## src/brle_pkg.sv

```systemverilog
// Shared types and constants for the blocked escape run-length decoder.
`default_nettype none

package brle_pkg;

  localparam int unsigned CfgWidth          = 24;
  localparam int unsigned BudgetBitsDefault = 24;
  localparam logic [CfgWidth-1:0] PixelBudgetReset = 24'd64000;
  localparam int unsigned HeaderLen         = 5;
  localparam logic [2:0]  HdrLastIdx        = 3'd4;

  localparam logic [1:0] StOk    = 2'd0;
  localparam logic [1:0] StClip  = 2'd1;
  localparam logic [1:0] StError = 2'd2;

  typedef enum logic [3:0] {
    PhCntLo,
    PhCntHi,
    PhToken,
    PhEscCnt,
    PhEscVal,
    PhLongLo,
    PhLongHi,
    PhLongVal,
    PhDone
  } phase_e;

  typedef struct packed {
    logic [7:0] in_byte;
    logic       start_image;
  } in_item_t;

  typedef struct packed {
    logic [7:0]  run_value;
    logic [15:0] run_length;
    logic        image_done;
    logic [1:0]  status;
  } out_item_t;

endpackage

`default_nettype wire

```

## src/blocked_escape_rle_decoder.sv

```systemverilog
// Top level: blocked escape run-length decoder with output skid register.
`default_nettype none

// Decodes a blocked escape-coded byte stream (16-bit block count, 5-byte block
// headers, escape byte with short or long count) into value/length runs clipped
// to the configured pixel budget. One stream byte is accepted every cycle while
// in_stall_o is low; the parse state updates in the accept cycle and its result
// is registered in the output register or, under back-pressure, in a one-entry
// skid register, so input stall rises only when both the output and skid
// registers hold results. Write pixel_budget only while the decoder is idle.
module blocked_escape_rle_decoder #(
  parameter int unsigned BUDGET_BITS = brle_pkg::BudgetBitsDefault
) (
  input  wire                                 clk_i,
  input  wire                                 rst_ni,
  input  wire                                 in_valid_i,
  output logic                                in_stall_o,
  input  wire  brle_pkg::in_item_t            in_data_i,
  output logic                                out_valid_o,
  input  wire                                 out_stall_i,
  output brle_pkg::out_item_t                 out_data_o,
  input  wire                                 cfg_valid_i,
  output logic                                cfg_ready_o,
  input  wire  [brle_pkg::CfgWidth-1:0]       cfg_data_i
);
  import brle_pkg::*;

  localparam logic [15:0] HdrLen16 = 16'(HeaderLen);

  logic [CfgWidth-1:0]    pixel_budget_q;
  phase_e                 phase_q, phase_d;
  logic [15:0]            blocks_q, blocks_d;
  logic [15:0]            bleft_q, bleft_d;
  logic [2:0]             hdr_idx_q, hdr_idx_d;
  logic [7:0]             esc_q, esc_d;
  logic [15:0]            count_q, count_d;
  logic [BUDGET_BITS-1:0] budget_q, budget_d;
  logic [7:0]             len_lo_q, len_lo_d;

  out_item_t out_q, skid_q, res;
  logic      out_valid_q, skid_valid_q;
  logic      res_valid;
  logic      in_acc, pop, push;

  // Working copies after an optional start-of-image clear.
  phase_e                 ph_s;
  logic [15:0]            blocks_s, bleft_s, count_s, bl_dec, len16;
  logic [2:0]             hdr_s;
  logic [7:0]             esc_s, len_lo_s, b;
  logic [BUDGET_BITS-1:0] budget_s, budget_new;
  logic [15:0]            run_r, run_len;
  logic                   do_run, do_check, do_fail, clip, ended;

  assign cfg_ready_o = 1'b1;
  assign in_stall_o  = skid_valid_q;
  assign in_acc      = in_valid_i & ~in_stall_o;
  assign pop         = out_valid_q & ~out_stall_i;
  assign push        = in_acc & res_valid;
  assign out_valid_o = out_valid_q;
  assign out_data_o  = out_q;

  always_comb begin
    b = in_data_i.in_byte;
    if (in_data_i.start_image) begin
      ph_s     = PhCntLo;
      blocks_s = '0;
      bleft_s  = '0;
      hdr_s    = '0;
      esc_s    = '0;
      count_s  = '0;
      len_lo_s = '0;
      budget_s = BUDGET_BITS'(pixel_budget_q);
    end else begin
      ph_s     = phase_q;
      blocks_s = blocks_q;
      bleft_s  = bleft_q;
      hdr_s    = hdr_idx_q;
      esc_s    = esc_q;
      count_s  = count_q;
      len_lo_s = len_lo_q;
      budget_s = budget_q;
    end

    phase_d   = ph_s;
    blocks_d  = blocks_s;
    bleft_d   = bleft_s;
    hdr_idx_d = hdr_s;
    esc_d     = esc_s;
    count_d   = count_s;
    len_lo_d  = len_lo_s;
    budget_d  = budget_s;

    do_run   = 1'b0;
    do_check = 1'b0;
    do_fail  = 1'b0;
    run_r    = '0;
    bl_dec   = bleft_s - 16'd1;
    len16    = {b, len_lo_s};

    case (ph_s)
      PhDone: ;
      PhCntLo: begin
        blocks_d = {8'd0, b};
        phase_d  = PhCntHi;
      end
      PhCntHi: begin
        blocks_d = {b, blocks_s[7:0]};
        phase_d  = PhToken;
        do_check = 1'b1;
      end
      default: begin
        if (hdr_s != 3'd0 || bleft_s == 16'd0) begin
          // Block header byte
          if (hdr_s == 3'd0 && blocks_s == 16'd0) begin
            do_fail = 1'b1;
          end else begin
            case (hdr_s)
              3'd0: begin
                len_lo_d  = b;
                hdr_idx_d = 3'd1;
              end
              3'd1: begin
                bleft_d   = (len16 > HdrLen16) ? len16 - HdrLen16 : 16'd0;
                hdr_idx_d = 3'd2;
              end
              3'd2, 3'd3: hdr_idx_d = hdr_s + 3'd1;
              default: begin
                esc_d     = b;
                hdr_idx_d = 3'd0;
                blocks_d  = blocks_s - 16'd1;
                if (ph_s == PhLongLo) begin
                  do_fail = (bleft_s < 16'd3);
                end else begin
                  do_fail = (bleft_s == 16'd0);
                end
              end
            endcase
          end
        end else begin
          bleft_d = bl_dec;
          case (ph_s)
            PhToken: begin
              if (b != esc_s) begin
                do_run = 1'b1;
                run_r  = 16'd1;
              end else begin
                phase_d  = PhEscCnt;
                do_check = 1'b1;
              end
            end
            PhEscCnt: begin
              if (b != 8'd0) begin
                count_d  = {8'd0, b};
                phase_d  = PhEscVal;
                do_check = 1'b1;
              end else begin
                phase_d = PhLongLo;
                // long form must not straddle a block boundary
                if (bl_dec == 16'd1 || bl_dec == 16'd2) begin
                  do_fail = 1'b1;
                end else begin
                  do_check = 1'b1;
                end
              end
            end
            PhEscVal: begin
              do_run = 1'b1;
              run_r  = count_s;
            end
            PhLongLo: begin
              count_d  = {8'd0, b};
              phase_d  = PhLongHi;
              do_check = 1'b1;
            end
            PhLongHi: begin
              count_d  = {b, count_s[7:0]};
              phase_d  = PhLongVal;
              do_check = 1'b1;
            end
            PhLongVal: begin
              do_run = 1'b1;
              run_r  = count_s;
            end
            default: do_fail = 1'b1;
          endcase
        end
      end
    endcase

    ended = (hdr_idx_d == 3'd0) && (bleft_d == 16'd0) && (blocks_d == 16'd0);

    // Clip the run to what is left of the budget.
    clip       = BUDGET_BITS'(run_r) > budget_s;
    run_len    = clip ? budget_s[15:0] : run_r;
    budget_new = budget_s - BUDGET_BITS'(run_len);

    res       = '0;
    res_valid = 1'b0;
    if (do_fail) begin
      phase_d        = PhDone;
      res.image_done = 1'b1;
      res.status     = StError;
      res_valid      = 1'b1;
    end else if (do_run) begin
      budget_d       = budget_new;
      res.run_value  = b;
      res.run_length = run_len;
      res.status     = clip ? StClip : StOk;
      res.image_done = (budget_new == '0) || ended;
      phase_d        = res.image_done ? PhDone : PhToken;
      res_valid      = 1'b1;
    end else if (do_check && ended) begin
      res.image_done = 1'b1;
      res.status     = (phase_d == PhToken) ? StOk : StError;
      phase_d        = PhDone;
      res_valid      = 1'b1;
    end
  end

  always_ff @(posedge clk_i or negedge rst_ni) begin
    if (!rst_ni) begin
      pixel_budget_q <= PixelBudgetReset;
      phase_q        <= PhCntLo;
      blocks_q       <= '0;
      bleft_q        <= '0;
      hdr_idx_q      <= '0;
      esc_q          <= '0;
      count_q        <= '0;
      budget_q       <= '0;
      len_lo_q       <= '0;
    end else begin
      if (cfg_valid_i && cfg_ready_o) begin
        pixel_budget_q <= cfg_data_i;
      end
      if (in_acc) begin
        phase_q   <= phase_d;
        blocks_q  <= blocks_d;
        bleft_q   <= bleft_d;
        hdr_idx_q <= hdr_idx_d;
        esc_q     <= esc_d;
        count_q   <= count_d;
        budget_q  <= budget_d;
        len_lo_q  <= len_lo_d;
      end
    end
  end

  // Output register with one skid entry behind it.
  always_ff @(posedge clk_i or negedge rst_ni) begin
    if (!rst_ni) begin
      out_valid_q  <= 1'b0;
      skid_valid_q <= 1'b0;
    end else if (pop || !out_valid_q) begin
      out_valid_q  <= skid_valid_q | push;
      skid_valid_q <= 1'b0;
    end else if (push) begin
      skid_valid_q <= 1'b1;
    end
  end

  always_ff @(posedge clk_i) begin
    if (pop || !out_valid_q) begin
      out_q <= skid_valid_q ? skid_q : res;
    end else if (push) begin
      skid_q <= res;
    end
  end

`ifndef NO_ASSERTIONS
  a_skid_behind_out: assert property (@(posedge clk_i) disable iff (!rst_ni)
    skid_valid_q |-> out_valid_q)
    else $error("skid entry held with empty output register");

  a_done_sticky: assert property (@(posedge clk_i) disable iff (!rst_ni)
    (phase_q == PhDone && !(in_acc && in_data_i.start_image)) |=> phase_q == PhDone)
    else $error("left done state without start of image");

  a_hdr_range: assert property (@(posedge clk_i) disable iff (!rst_ni)
    hdr_idx_q <= HdrLastIdx)
    else $error("header index out of range");

  a_clip_ends: assert property (@(posedge clk_i) disable iff (!rst_ni)
    (push && res.status == StClip) |-> res.image_done)
    else $error("clipped run without image done");

  a_no_result_when_done: assert property (@(posedge clk_i) disable iff (!rst_ni)
    (in_acc && phase_q == PhDone && !in_data_i.start_image) |-> !res_valid)
    else $error("result produced after image done");
`endif

endmodule

`default_nettype wire
```

## config.mk

```make
export PLATFORM = sky130hd
export DESIGN_NAME = blocked_escape_rle_decoder
export DESIGN_NICKNAME = d
export VERILOG_FILES = /design/src/brle_pkg.sv /design/src/blocked_escape_rle_decoder.sv
export SDC_FILE = /design/constraint.sdc
export NUM_CORES = 1
export LEC_CHECK = 0
export CAP_MARGIN = 20
export CORE_MARGIN = 10
export CORE_UTILIZATION = 30
export CTS_BUF_LIST = sky130_fd_sc_hd__clkbuf_8
export DETAILED_ROUTE_END_ITERATION = 12
export DONT_BUFFER_PORTS = 1
export PLACE_DENSITY_LB_ADDON = 0.15
export SYNTH_ARGS = -nofsm -noshare
export SYNTH_HDL_FRONTEND = slang
export SYNTH_SLANG_ARGS = --single-unit
export TNS_END_PERCENT = 5
```

## constraint.sdc

```tcl
create_clock -name clk_i -period 8.8 [get_ports clk_i]
set_input_delay 0.88 -clock clk_i [delete_from_list [all_inputs] [get_ports clk_i]]
set_output_delay 0.88 -clock clk_i [all_outputs]
set_load 0.02 [all_outputs]
```

* After elaboration in Yosys (flattened, before gate mapping) *
Cells that the tools add are included.

word-level totals
  flip-flop bits (word level) = 175
  bits in writable memories = 0
  output and inout bits = 30
  ROM bits = 0
  bits in latches = 0
  input bits = 38
  memories = 0

cells by class
  equality and inequality tests = 15
  mux-type cells = 80
  reduce and logical (&&, ||, !) cells = 28
  bitwise logic cells = 7
  $add $sub $neg = 5
  divide/modulo/power cells = 0
  shift operators = 0
  multiply operators = 0
  order comparisons = 3

operators by type and width
  cell                   number
  $mux 16                17
  $mux 24                5
  $pmux 16 s3            2
  $mux 8                 10
  $logic_not 16->1       4
  $pmux 16 s2            1
  $sub 16x1->16 const B  2
  $mux 4                 7
  $mux 27                1
  $gt 16x24->1           1
  $logic_not 24->1       1
  $sub 24x16->24         1
  $mux 1                 22
  $mux 3                 7
  $eq 16x1->1 const B    1
  $eq 16x2->1 const B    1
  $eq 4x3->1 const B     4
  $gt 16x3->1 const B    1
  $lt 16x2->1 const B    1
  $pmux 4 s4             1
  $sub 16x3->16 const B  1
  $eq 4x2->1 const B     3
  $pmux 4 s3             1
  $pmux 3 s3             1
  25 further kinds       42

* Longest topological paths before layout *
Gate-level depths: netlist of run 1.

  word-level depth = 17
  mapped depth = 38
  gate-level depth less buffers = 33

* Worst setup path after synthesis of run 1 *
Ideal clock, no wire load.

  path kind = in2reg
  start = input in_data_i[0] in the netlist's numbering
  end = register phase_q[1]
  setup time = 0.120 ns
  buffers on the path = 6
  setup slack = 0.133 ns
  data required time = 8.680 ns
  arrival time = 8.547 ns
  stages = 37
  cells stage by stage = clkbuf_1 > buf_1 > nor2b_1 > inv_1 > ha_1 > clkbuf_1 > o21ai_0 > o21ai_0 > clkbuf_1 > nor3_1 > nand2_1 > nor3_1 > clkbuf_1 > and2_1 > ha_1 > a21o_1 > a21o_1 > a21oi_1 > o21ai_0 > a221oi_1 > o21ai_0 > nand2_1 > clkbuf_1 > mux2i_1 > inv_1 > ha_1 > inv_1 > fa_1 > a21o_1 > a221oi_1 > o41ai_1 > and3_1 > mux2i_1 > or4_1 > nor4_1 > a21oi_1 > a31o_1

on the way
  cells in the longest elaborated chain, start to end = 14
  elaborated cells on any way between the ends = 97
  classes of those cells = 5 x add/sub; 3 x order compare; 14 x eq/ne; 52 x mux; 23 x reduce/logical

RTL lines
  item                                                          RTL line                                                              source
  from (decl)                                                   blocked_escape_rle_decoder.sv:18                                      input wire brle_pkg::in_item_t in_data_i,
  $mux 8 (tied with other cells)                                blocked_escape_rle_decoder.sv:64                                      if (in_data_i.start_image) begin
  $ne 8x8->1 (tied with other cells)                            blocked_escape_rle_decoder.sv:143                                     if (b != esc_s) begin
  $mux 1 (tied with other cells)                                blocked_escape_rle_decoder.sv:143
  $pmux 16 s2 (tied with other cells)                           blocked_escape_rle_decoder.sv:141                                     case (ph_s)
  $mux 16 (tied with other cells)                               blocked_escape_rle_decoder.sv:112                                     if (hdr_s != 3'd0 || bleft_s == 16'd0) begin
  $mux 16 (tied with other cells)                               blocked_escape_rle_decoder.sv:100                                     case (ph_s)
  $gt 16x24->1 (tied with other cells)                          blocked_escape_rle_decoder.sv:193                                     clip = BUDGET_BITS'(run_r) > budget_s;
  $mux 16 (tied with other cells)                               blocked_escape_rle_decoder.sv:194                                     run_len = clip ? budget_s[15:0] : run_r;
  $sub 24x16->24 / $logic_and 1x1->1 (equally long branches)    blocked_escape_rle_decoder.sv:195, blocked_escape_rle_decoder.sv:190
  $logic_not 24->1 / $logic_and 1x1->1 (equally long branches)  blocked_escape_rle_decoder.sv:209, blocked_escape_rle_decoder.sv:190
  $logic_or 1x1->1 / $logic_and 1x1->1 (equally long branches)  blocked_escape_rle_decoder.sv:209, blocked_escape_rle_decoder.sv:212
  $mux 4, on equally long branches                              blocked_escape_rle_decoder.sv:210, blocked_escape_rle_decoder.sv:212
  $mux 4                                                        blocked_escape_rle_decoder.sv:204                                     end else if (do_run) begin
  $mux 4 (*)                                                    blocked_escape_rle_decoder.sv:199                                     if (do_fail) begin
  to (signal assigned)                                          blocked_escape_rle_decoder.sv:223                                     phase_q <= PhCntLo;
  to (signal assigned)                                          blocked_escape_rle_decoder.sv:236                                     phase_q <= phase_d;
  to (decl)                                                     blocked_escape_rle_decoder.sv:31                                      phase_e phase_q, phase_d;

Mark *: on every way between the ends. The rest lies on a longest branch, timed or not.
A chain may end at the register's enable or synchronous reset.

* Final worst setup path of run 1 *
  start = register bleft_q[8]
  end = register phase_q[1]

on the way
  cells in the longest elaborated chain, start to end = 13
  elaborated cells on any way between the ends = 50
  classes of those cells = 2 x add/sub; 2 x order compare; 2 x eq/ne; 33 x mux; 11 x reduce/logical

RTL lines
  item                                                          RTL line                                                                                                source
  from (decl)                                                   blocked_escape_rle_decoder.sv:33                                                                        logic [15:0] bleft_q, bleft_d;
  from (signal assigned)                                        blocked_escape_rle_decoder.sv:238                                                                       bleft_q <= bleft_d;
  $mux 16 (*)                                                   blocked_escape_rle_decoder.sv:64
  $logic_not 16->1 / $sub 16x1->16 (equally long branches)      blocked_escape_rle_decoder.sv:112, blocked_escape_rle_decoder.sv:134, blocked_escape_rle_decoder.sv:97
  $logic_or 1x1->1 (tied with other cells)                      blocked_escape_rle_decoder.sv:112
  $mux 16 / $logic_or 1x1->1 (equally long branches)            blocked_escape_rle_decoder.sv:112, blocked_escape_rle_decoder.sv:159
  $mux 16 / $mux 1 (equally long branches)                      blocked_escape_rle_decoder.sv:100, blocked_escape_rle_decoder.sv:159
  $gt 16x24->1 / $mux 1 (equally long branches)                 blocked_escape_rle_decoder.sv:193, blocked_escape_rle_decoder.sv:152
  $mux 16 / $pmux 1 s3 (equally long branches)                  blocked_escape_rle_decoder.sv:194, blocked_escape_rle_decoder.sv:141
  $sub 24x16->24 / $mux 1 (equally long branches)               blocked_escape_rle_decoder.sv:195, blocked_escape_rle_decoder.sv:112
  $logic_not 24->1 / $pmux 1 s2 (equally long branches)         blocked_escape_rle_decoder.sv:209, blocked_escape_rle_decoder.sv:100
  $logic_or 1x1->1 / $logic_and 1x1->1 (equally long branches)  blocked_escape_rle_decoder.sv:209, blocked_escape_rle_decoder.sv:212
  $mux 4, on equally long branches                              blocked_escape_rle_decoder.sv:210, blocked_escape_rle_decoder.sv:212
  $mux 4                                                        blocked_escape_rle_decoder.sv:204
  $mux 4 (*)                                                    blocked_escape_rle_decoder.sv:199

Marks and branches as above.

==> metrics.md, run 1 <==
| Metric | Value |
|---|---|
| Status | `finished clean` |
| Via density | `between 5 and 6` |
| Compound-Gate Fraction of Synth Area | `23.3%` |
| Final cell count without fillers | `1849` |
| Distinct cells, synth | `between 80 and 90` |
| H-tree depth | `4` |
| Clk Latency, worst-skew pair | `between 500 and 600 ps` |
| Critical path type | `flop to flop` |
| Multiplexer area fraction after synthesis | `7.55%` |
| Syn Inst Count | `1339` |
| Synth Area in Simple Gates | `18.8%` |
| # rows | `between 70 and 80` |
| GRT Max-Usage Layer | `met2` |
| Largest cells by area after synthesis | `dfrtp_1 24%, edfxtp_1 14%, o21ai_0 4.9%` |
| Core area | `39500 sq um` |
| Post-route DRC | `0` |
| Filler cells | `~4100` |
| PD cells | `239 nW/um^2` |
| Wirelength, routed | `roughly 38 mm` |
| Placed wire-length estimate | `27.4 mm` |
| WL/cell | `20.7 microns` |
| Worst path max stage delay | `630 ps` |
| Slew HR | `24.2%` |
| Avg Cell Area, Syn | `between 8 and 9 sq um` |
| Top post-synthesis cells by count | `135 x nand2_1, 116 x o21ai_0, 115 x dfrtp_1, 114 x nor2_1` |
| Placer congestion estimate | `0.882` |
| Max Clk Rate | `125 MHz` |
| Post-Syn Area | `between 10000 and 15000 sq um` |
| Crit-path slowest cell | `nor4_1` |
| DR iter-0 viols | `1031` |
| Initial Utilization | `30.2%` |
| Final Hold Fails | `0` |
| Synth warn | `0` |
| Initial antenna violation count | `0` |
| Post-synthesis sequential area ratio | `39.0%` |
| CTS tree | `built` |
| Tcrit/Tclk final | `91.3%` |
| Total number of vias | `~10000` |
| CP Capture Type | `flop` |
| Met2 GRT Util | `24.9%` |
| DR pass1 iterations | `5` |
| Unrepaired setup endpoints after global routing | `false` |
| Area share of the largest cell type after synthesis | `around a quarter` |
| Ant diodes | `0` |
| # port buffers | `0` |
| Setup Skew | `19.0 ps` |
| Ratio of cells with drive above 1 in the final layout | `11.0%` |
| CP max FO | `15` |
| Leading cell type by number of instances after synthesis | `nand2_1` |
| Setup TNS | `0 ps` |
| Synth Area in XOR/XNOR | `2.78%` |
| Leak Pwr | `about 5.2 nW` |
| GRT met3 Usage | `2.66%` |
| Clock Tree Root | `clkbuf_8` |
| Max_cap viols | `0` |
| Total CTS buffers | `17` |
| First-pass GRT wire length | `between 60 and 70 mm` |
| Crit path top cell by count | `o21ai_0` |
| Final Slew Violations | `0` |
| Worst-margin pin slew | `1130 ps` |
| Antenna viol nets, final | `0` |
| Synthesis-stage register bit count | `~180` |
| Hold Path Class | `input pin to async pin` |
| Die Height | `220 microns` |
| R2r setup slk | `770 ps` |
| Clock sink total | `175` |
| Die ar. | `48200 sq um` |
| Dominant cell type by area after synthesis | `dfrtp_1` |
| Dpl cells | `~1800` |
| Main combinational cell family by area after synthesis | `compound AO/OA/AOI/OAI gates` |
| Largest net degree at the start of global routing | `118` |
| Worst path required time | `9210 ps` |
| Worst slack, placed | `just under 200 ps` |
| Final #Nets | `roughly 1400` |
| Die span in x | `220 microns` |
| Number of synthesized flops with an enable pin | `54` |
| Worst VDD drop | `107 uV` |
| Min Tclk post-route | `roughly 8000 ps` |
| P&R area growth vs syn | `9.18%` |
| Met1 Use GR | `21.9%` |
| Top-Level Pins | `68` |
| Global Route Usage Sum | `16.0%` |
| Worst Path Arrival | `between 8000 and 9000 ps` |
| Ys async rst share | `69.1%` |
| Vias in the first global route | `approximately 10000` |
| Setup violators final | `0` |
| Worst Slack Setup Final | `approximately 770 ps` |
| Overall Power | `between 3 and 4 mW` |
| Adder-cell share of the synthesized area | `4.67%` |
| Most used DFF post-synth | `dfrtp_1` |
| Crit path launch type | `flop` |
| Mapped Nets | `1421` |
| Max Root-Sink Buffers | `2` |
| Reg clk slew, reported paths | `100 ps` |
| Total grt overflow | `0` |
flip-flops by register name (all words and copies together), names as in the netlist:
signal / count
esc_q: 8
hdr_idx_q: 3
count_q: 16
blocks_q: 16
bleft_q: 16
skid_q: 27
in_stall_o: 1
phase_q: 4
out_data_o: 27
out_valid_o: 1
budget_q: 24
len_lo_q: 8
pixel_budget_q: 24
final timing paths:
kind                             start      endpoint  cells after the start
hold / removal                  rst_ni  budget_q[10]                      0
min in group clk_i         budget_q[4]   budget_q[4]                      2
max in group asynchronous       rst_ni   budget_q[8]                      1
hold reg to reg            budget_q[4]   budget_q[4]                      2
setup / recovery            bleft_q[8]    phase_q[1]                     33
setup reg to reg            bleft_q[8]    phase_q[1]                     33
metal layers:
metal | up-vias | wire, microns
li1 | 4934 | -
met1 | 5049 | 18400
met2 | 236 | 17500
met3 | 49 | 1440
met4 | 0 | 888
met5 | - | 0
repair_timing:
item,4_1_cts,5_1_grt
setup endpoints to repair,0,4
setup buffers,0,0
endpoints found under the hold margin,5,0
hold buffers,1,0
gates resized for setup,0,3
worst max-delay path, delay by kind of cell (launching register included):
kind	cells	cell delay, ps
AO/OA/AOI/OAI	15	3160
XOR/XNOR	1	290
adder cells (fa/ha/maj)	3	880
buffers and inverters	5	680
flip-flops	1	470
multiplexers	1	150
AND/OR/NAND/NOR	8	2240
cells by family (layout without fill, tap and decap cells):
family	after synthesis	in the layout
AOI/OAI and AO/OA	418	418
xor gates and xnor gates	38	38
adders and majority gates	44	44
buffers and inverters	122	107
DFF	175	175
muxes	85	85
other	1	1
and+or+nand+nor	456	456
cell usage in the layout, fill, tap and decap left out, types with 9 or more instances in the layout:
cell type,count
a211oi_1,9
a21o_1,25
a21oi_1,73
a22o_1,35
a22oi_1,10
a31oi_1,20
and2_1,27
buf_4,36
clkbuf_8,17
dfrtp_1,115
edfxtp_1,54
ha_1,43
inv_1,37
mux2_2,40
mux2i_1,44
nand2_1,133
nand3_1,17
nand4_1,15
nor2_1,114
nor2b_1,13
nor3_1,46
nor4_1,17
o211ai_1,13
o21a_1,9
o21ai_0,116
o22ai_1,11
o31ai_1,23
or2_2,11
or3_1,9
or4_1,11
xnor2_1,20
xor2_1,18
area by class of cell:
class / instances / area [sq um] / share of cell area, %
Clock buffer: 17 / 234 / 1.79
Clock inverter: 15 / 193 / 1.48
Inverter: 38 / 143 / 1.09
Multi-Input combinational cell: 1042 / 6890 / 52.8
Sequential cell: 175 / 4660 / 35.7
Tap cell: 525 / 657 / 5.03
Timing Repair Buffer: 37 / 280 / 2.15
power breakdown:
group / internal [mW] / switching (mW) / total [mW]
Sequential: 0.994 / 0.195 / 1.19
Combinational: 0.497 / 0.817 / 1.31
Clock: 0.268 / 0.353 / 0.621
per-stage QoR:
stage          utilization [%]  instance area (sq um)  hold WS (ps)
5_1_grt                   33.0                  13000          9.32
3_5_place_dp              31.8                  12600           468
3_3_place_gp              31.8                  12600           462
4_1_cts                   33.0                  13000          1.07
6_report                  33.0                  13000          60.5
2_1_floorplan                -                  12000           446
Power figures use the tool's default switching activity.
==> inputs of run 2 (changes only) <==
--- a/config.mk
+++ b/config.mk
@@ -7,7 +7,7 @@
 export LEC_CHECK = 0
 export CAP_MARGIN = 20
 export CORE_MARGIN = 10
-export CORE_UTILIZATION = 30
+export CORE_UTILIZATION = 40
 export CTS_BUF_LIST = sky130_fd_sc_hd__clkbuf_8
 export DETAILED_ROUTE_END_ITERATION = 12
 export DONT_BUFFER_PORTS = 1
==> run 2 against run 1 <==
Net effect:
- non-clock buffer count is 8 lower
- sequential share of layout area rose by 0.80 points
- register-to-register slack better by 40 ps
==> metrics.md, run 2 (synthesis results as in run 1) <==
| Metric | Value |
|---|---|
| Status | `finished clean` |
| Vias in the first global route | `9900 (-0.92%)` |
| Worst slack, placed | `421 ps (+224 ps)` |
| Crit path top cell by count | `o21ai_0` |
| # rows | `63 (-14%)` |
| Die Height | `193 microns (-12%)` |
| Worst VDD drop | `142 uV (+32%)` |
| Placer congestion estimate | `0.924 (+4.7%)` |
| Max Root-Sink Buffers | `2 (unchanged)` |
| R2r setup slk | `810 ps (+40 ps)` |
| Worst-margin pin slew | `1040 ps (-91.4 ps)` |
| Largest net degree at the start of global routing | `122 (+3.4%)` |
| Total grt overflow | `0 (unchanged)` |
| Critical path type | `flop to flop` |
| Post-route DRC | `0 (unchanged)` |
| Overall Power | `3.05 mW (-2.3%)` |
| Most common cell after layout, fill and taps aside | `nand2_1` |
| Max_cap viols | `0 (unchanged)` |
| Setup violators final | `0 (unchanged)` |
| DR pass1 iterations | `5 (unchanged)` |
| Clock Tree Root | `clkbuf_8` |
| Initial antenna violation count | `0 (unchanged)` |
| WL/cell | `21.0 microns (+1.7%)` |
| CP bufs+invs | `4 (-1)` |
| Post-CTS Setup Repair Bufs | `0 (unchanged)` |
| First-pass GRT wire length | `57.6 mm (-4.4%)` |
| Most frequent cells in the layout | `134 x nand2_1, 116 x o21ai_0, 115 x dfrtp_1, 114 x nor2_1, 73 x a21oi_1` |
| Worst path max stage delay | `560 ps (-70 ps)` |
| Via density | `6.02 (+8.3%)` |
| Worst Slack Setup Final | `809 ps (+40.5 ps)` |
| Final core utilization | `43.2% (+10 points)` |
| Tcrit/Tclk final | `90.8% (-0.46 points)` |
| Die span in x | `193 microns (-12%)` |
| Global Route Usage Sum | `19.5% (+3.6 points)` |
| DR iter-0 viols | `939 (-8.9%)` |
| Top-Level Pins | `68 (unchanged)` |
| # port buffers | `0 (unchanged)` |
| Placed wire-length estimate | `25.5 mm (-7.1%)` |
| Final Hold Fails | `0 (unchanged)` |
| Wirelength, routed | `35.9 mm (-6.2%)` |
| Die ar. | `37200 sq um (-23%)` |
| P&R area growth vs syn | `6.78%` |
| Ratio of cells with drive above 1 in the final layout | `10.4% (-0.62 points)` |
| Final #Nets | `1385 (-0.57%)` |
| Setup TNS | `0 ps (unchanged)` |
| Crit-path leading delay family | `compound AO/OA/AOI/OAI gates` |
| Crit-path slowest cell | `or4_1` |
| Worst path required time | `9130 ps (-80 ps)` |
| Total CTS buffers | `17 (unchanged)` |
| CTS tree | `built` |
| Setup Skew | `26.8 ps (+7.84 ps)` |
| Post-cts resize count | `0 (unchanged)` |
| Hold Path Class | `input pin to async pin` |
| Reg clk slew, reported paths | `120 ps (+20 ps)` |
| Unrepaired setup endpoints after global routing | `false` |
| CP max FO | `15 (unchanged)` |
| Min Tclk post-route | `7990 ps (-40.5 ps)` |
| Clock sink total | `175 (unchanged)` |
| Worst Path Arrival | `8320 ps (-120 ps)` |
| Hold Buf Count CTS | `0 (-1)` |
| CP Capture Type | `flop` |
| Ant diodes | `0 (unchanged)` |
| Leak Pwr | `5.17 nW (-1.3%)` |
| Antenna viol nets, final | `0 (unchanged)` |
| PD cells | `239 nW/um^2 (about the same)` |
| Slew HR | `30.4% (+6.1 points)` |
| Max Clk Rate | `125 MHz (+0.51%)` |
| Total number of vias | `10300 (-0.039%)` |
| Final Slew Violations | `0 (unchanged)` |
| Clk Latency, worst-skew pair | `490 ps (-30 ps)` |
| Initial Utilization | `40.4% (+10 points)` |
| H-tree depth | `4 (unchanged)` |
| Crit path launch type | `flop` |
| Core area | `29600 sq um (-25%)` |
## run 2: final timing paths
check | start | cells past startpoint | endpoint
hold reg to reg | budget_q[6] | 2 | budget_q[6]
setup reg to reg | bleft_q[0] | 32 | out_data_o[2]
max in group asynchronous | rst_ni | 0 | pixel_budget_q[11]
min in group clk_i | budget_q[6] | 2 | budget_q[6]
setup / recovery | bleft_q[0] | 32 | out_data_o[2]
hold / removal | rst_ni | 0 | blocks_q[13]
## run 2: through the flow
step	hold WS [ps]	std cells	area [sq um]
after global routing	25.6	1706	12800
final	70.0	1706	12800
after global placement	464	1673	12400
after detailed placement	469	1673	12400
after floorplan	446	1339	12000
after CTS	41.9	1705	12700
## run 2: area by class of cell
type	count	area (sq um)
Clock buffer	17	234
Inverter	38	143
Timing Repair Buffer	29	215
Multi-Input combinational cell	1042	6880
Tap cell	390	488
Fill cell	2911	16800
Clock inverter	15	149
Sequential cell	175	4660
## run 2: layer usage
metal	wire length (microns)	track usage, %
met1	17300	28.3
met2	16300	29.9
met3	1730	2.60
met4	540	4.92
met5	0	0
## run 2: power by group
part / switching, mW / internal (mW) / total, mW
registers: 0.214 / 0.994 / 1.21
logic: 0.783 / 0.495 / 1.28
clock network: 0.357 / 0.211 / 0.568
total: 1.35 / 1.70 / 3.05
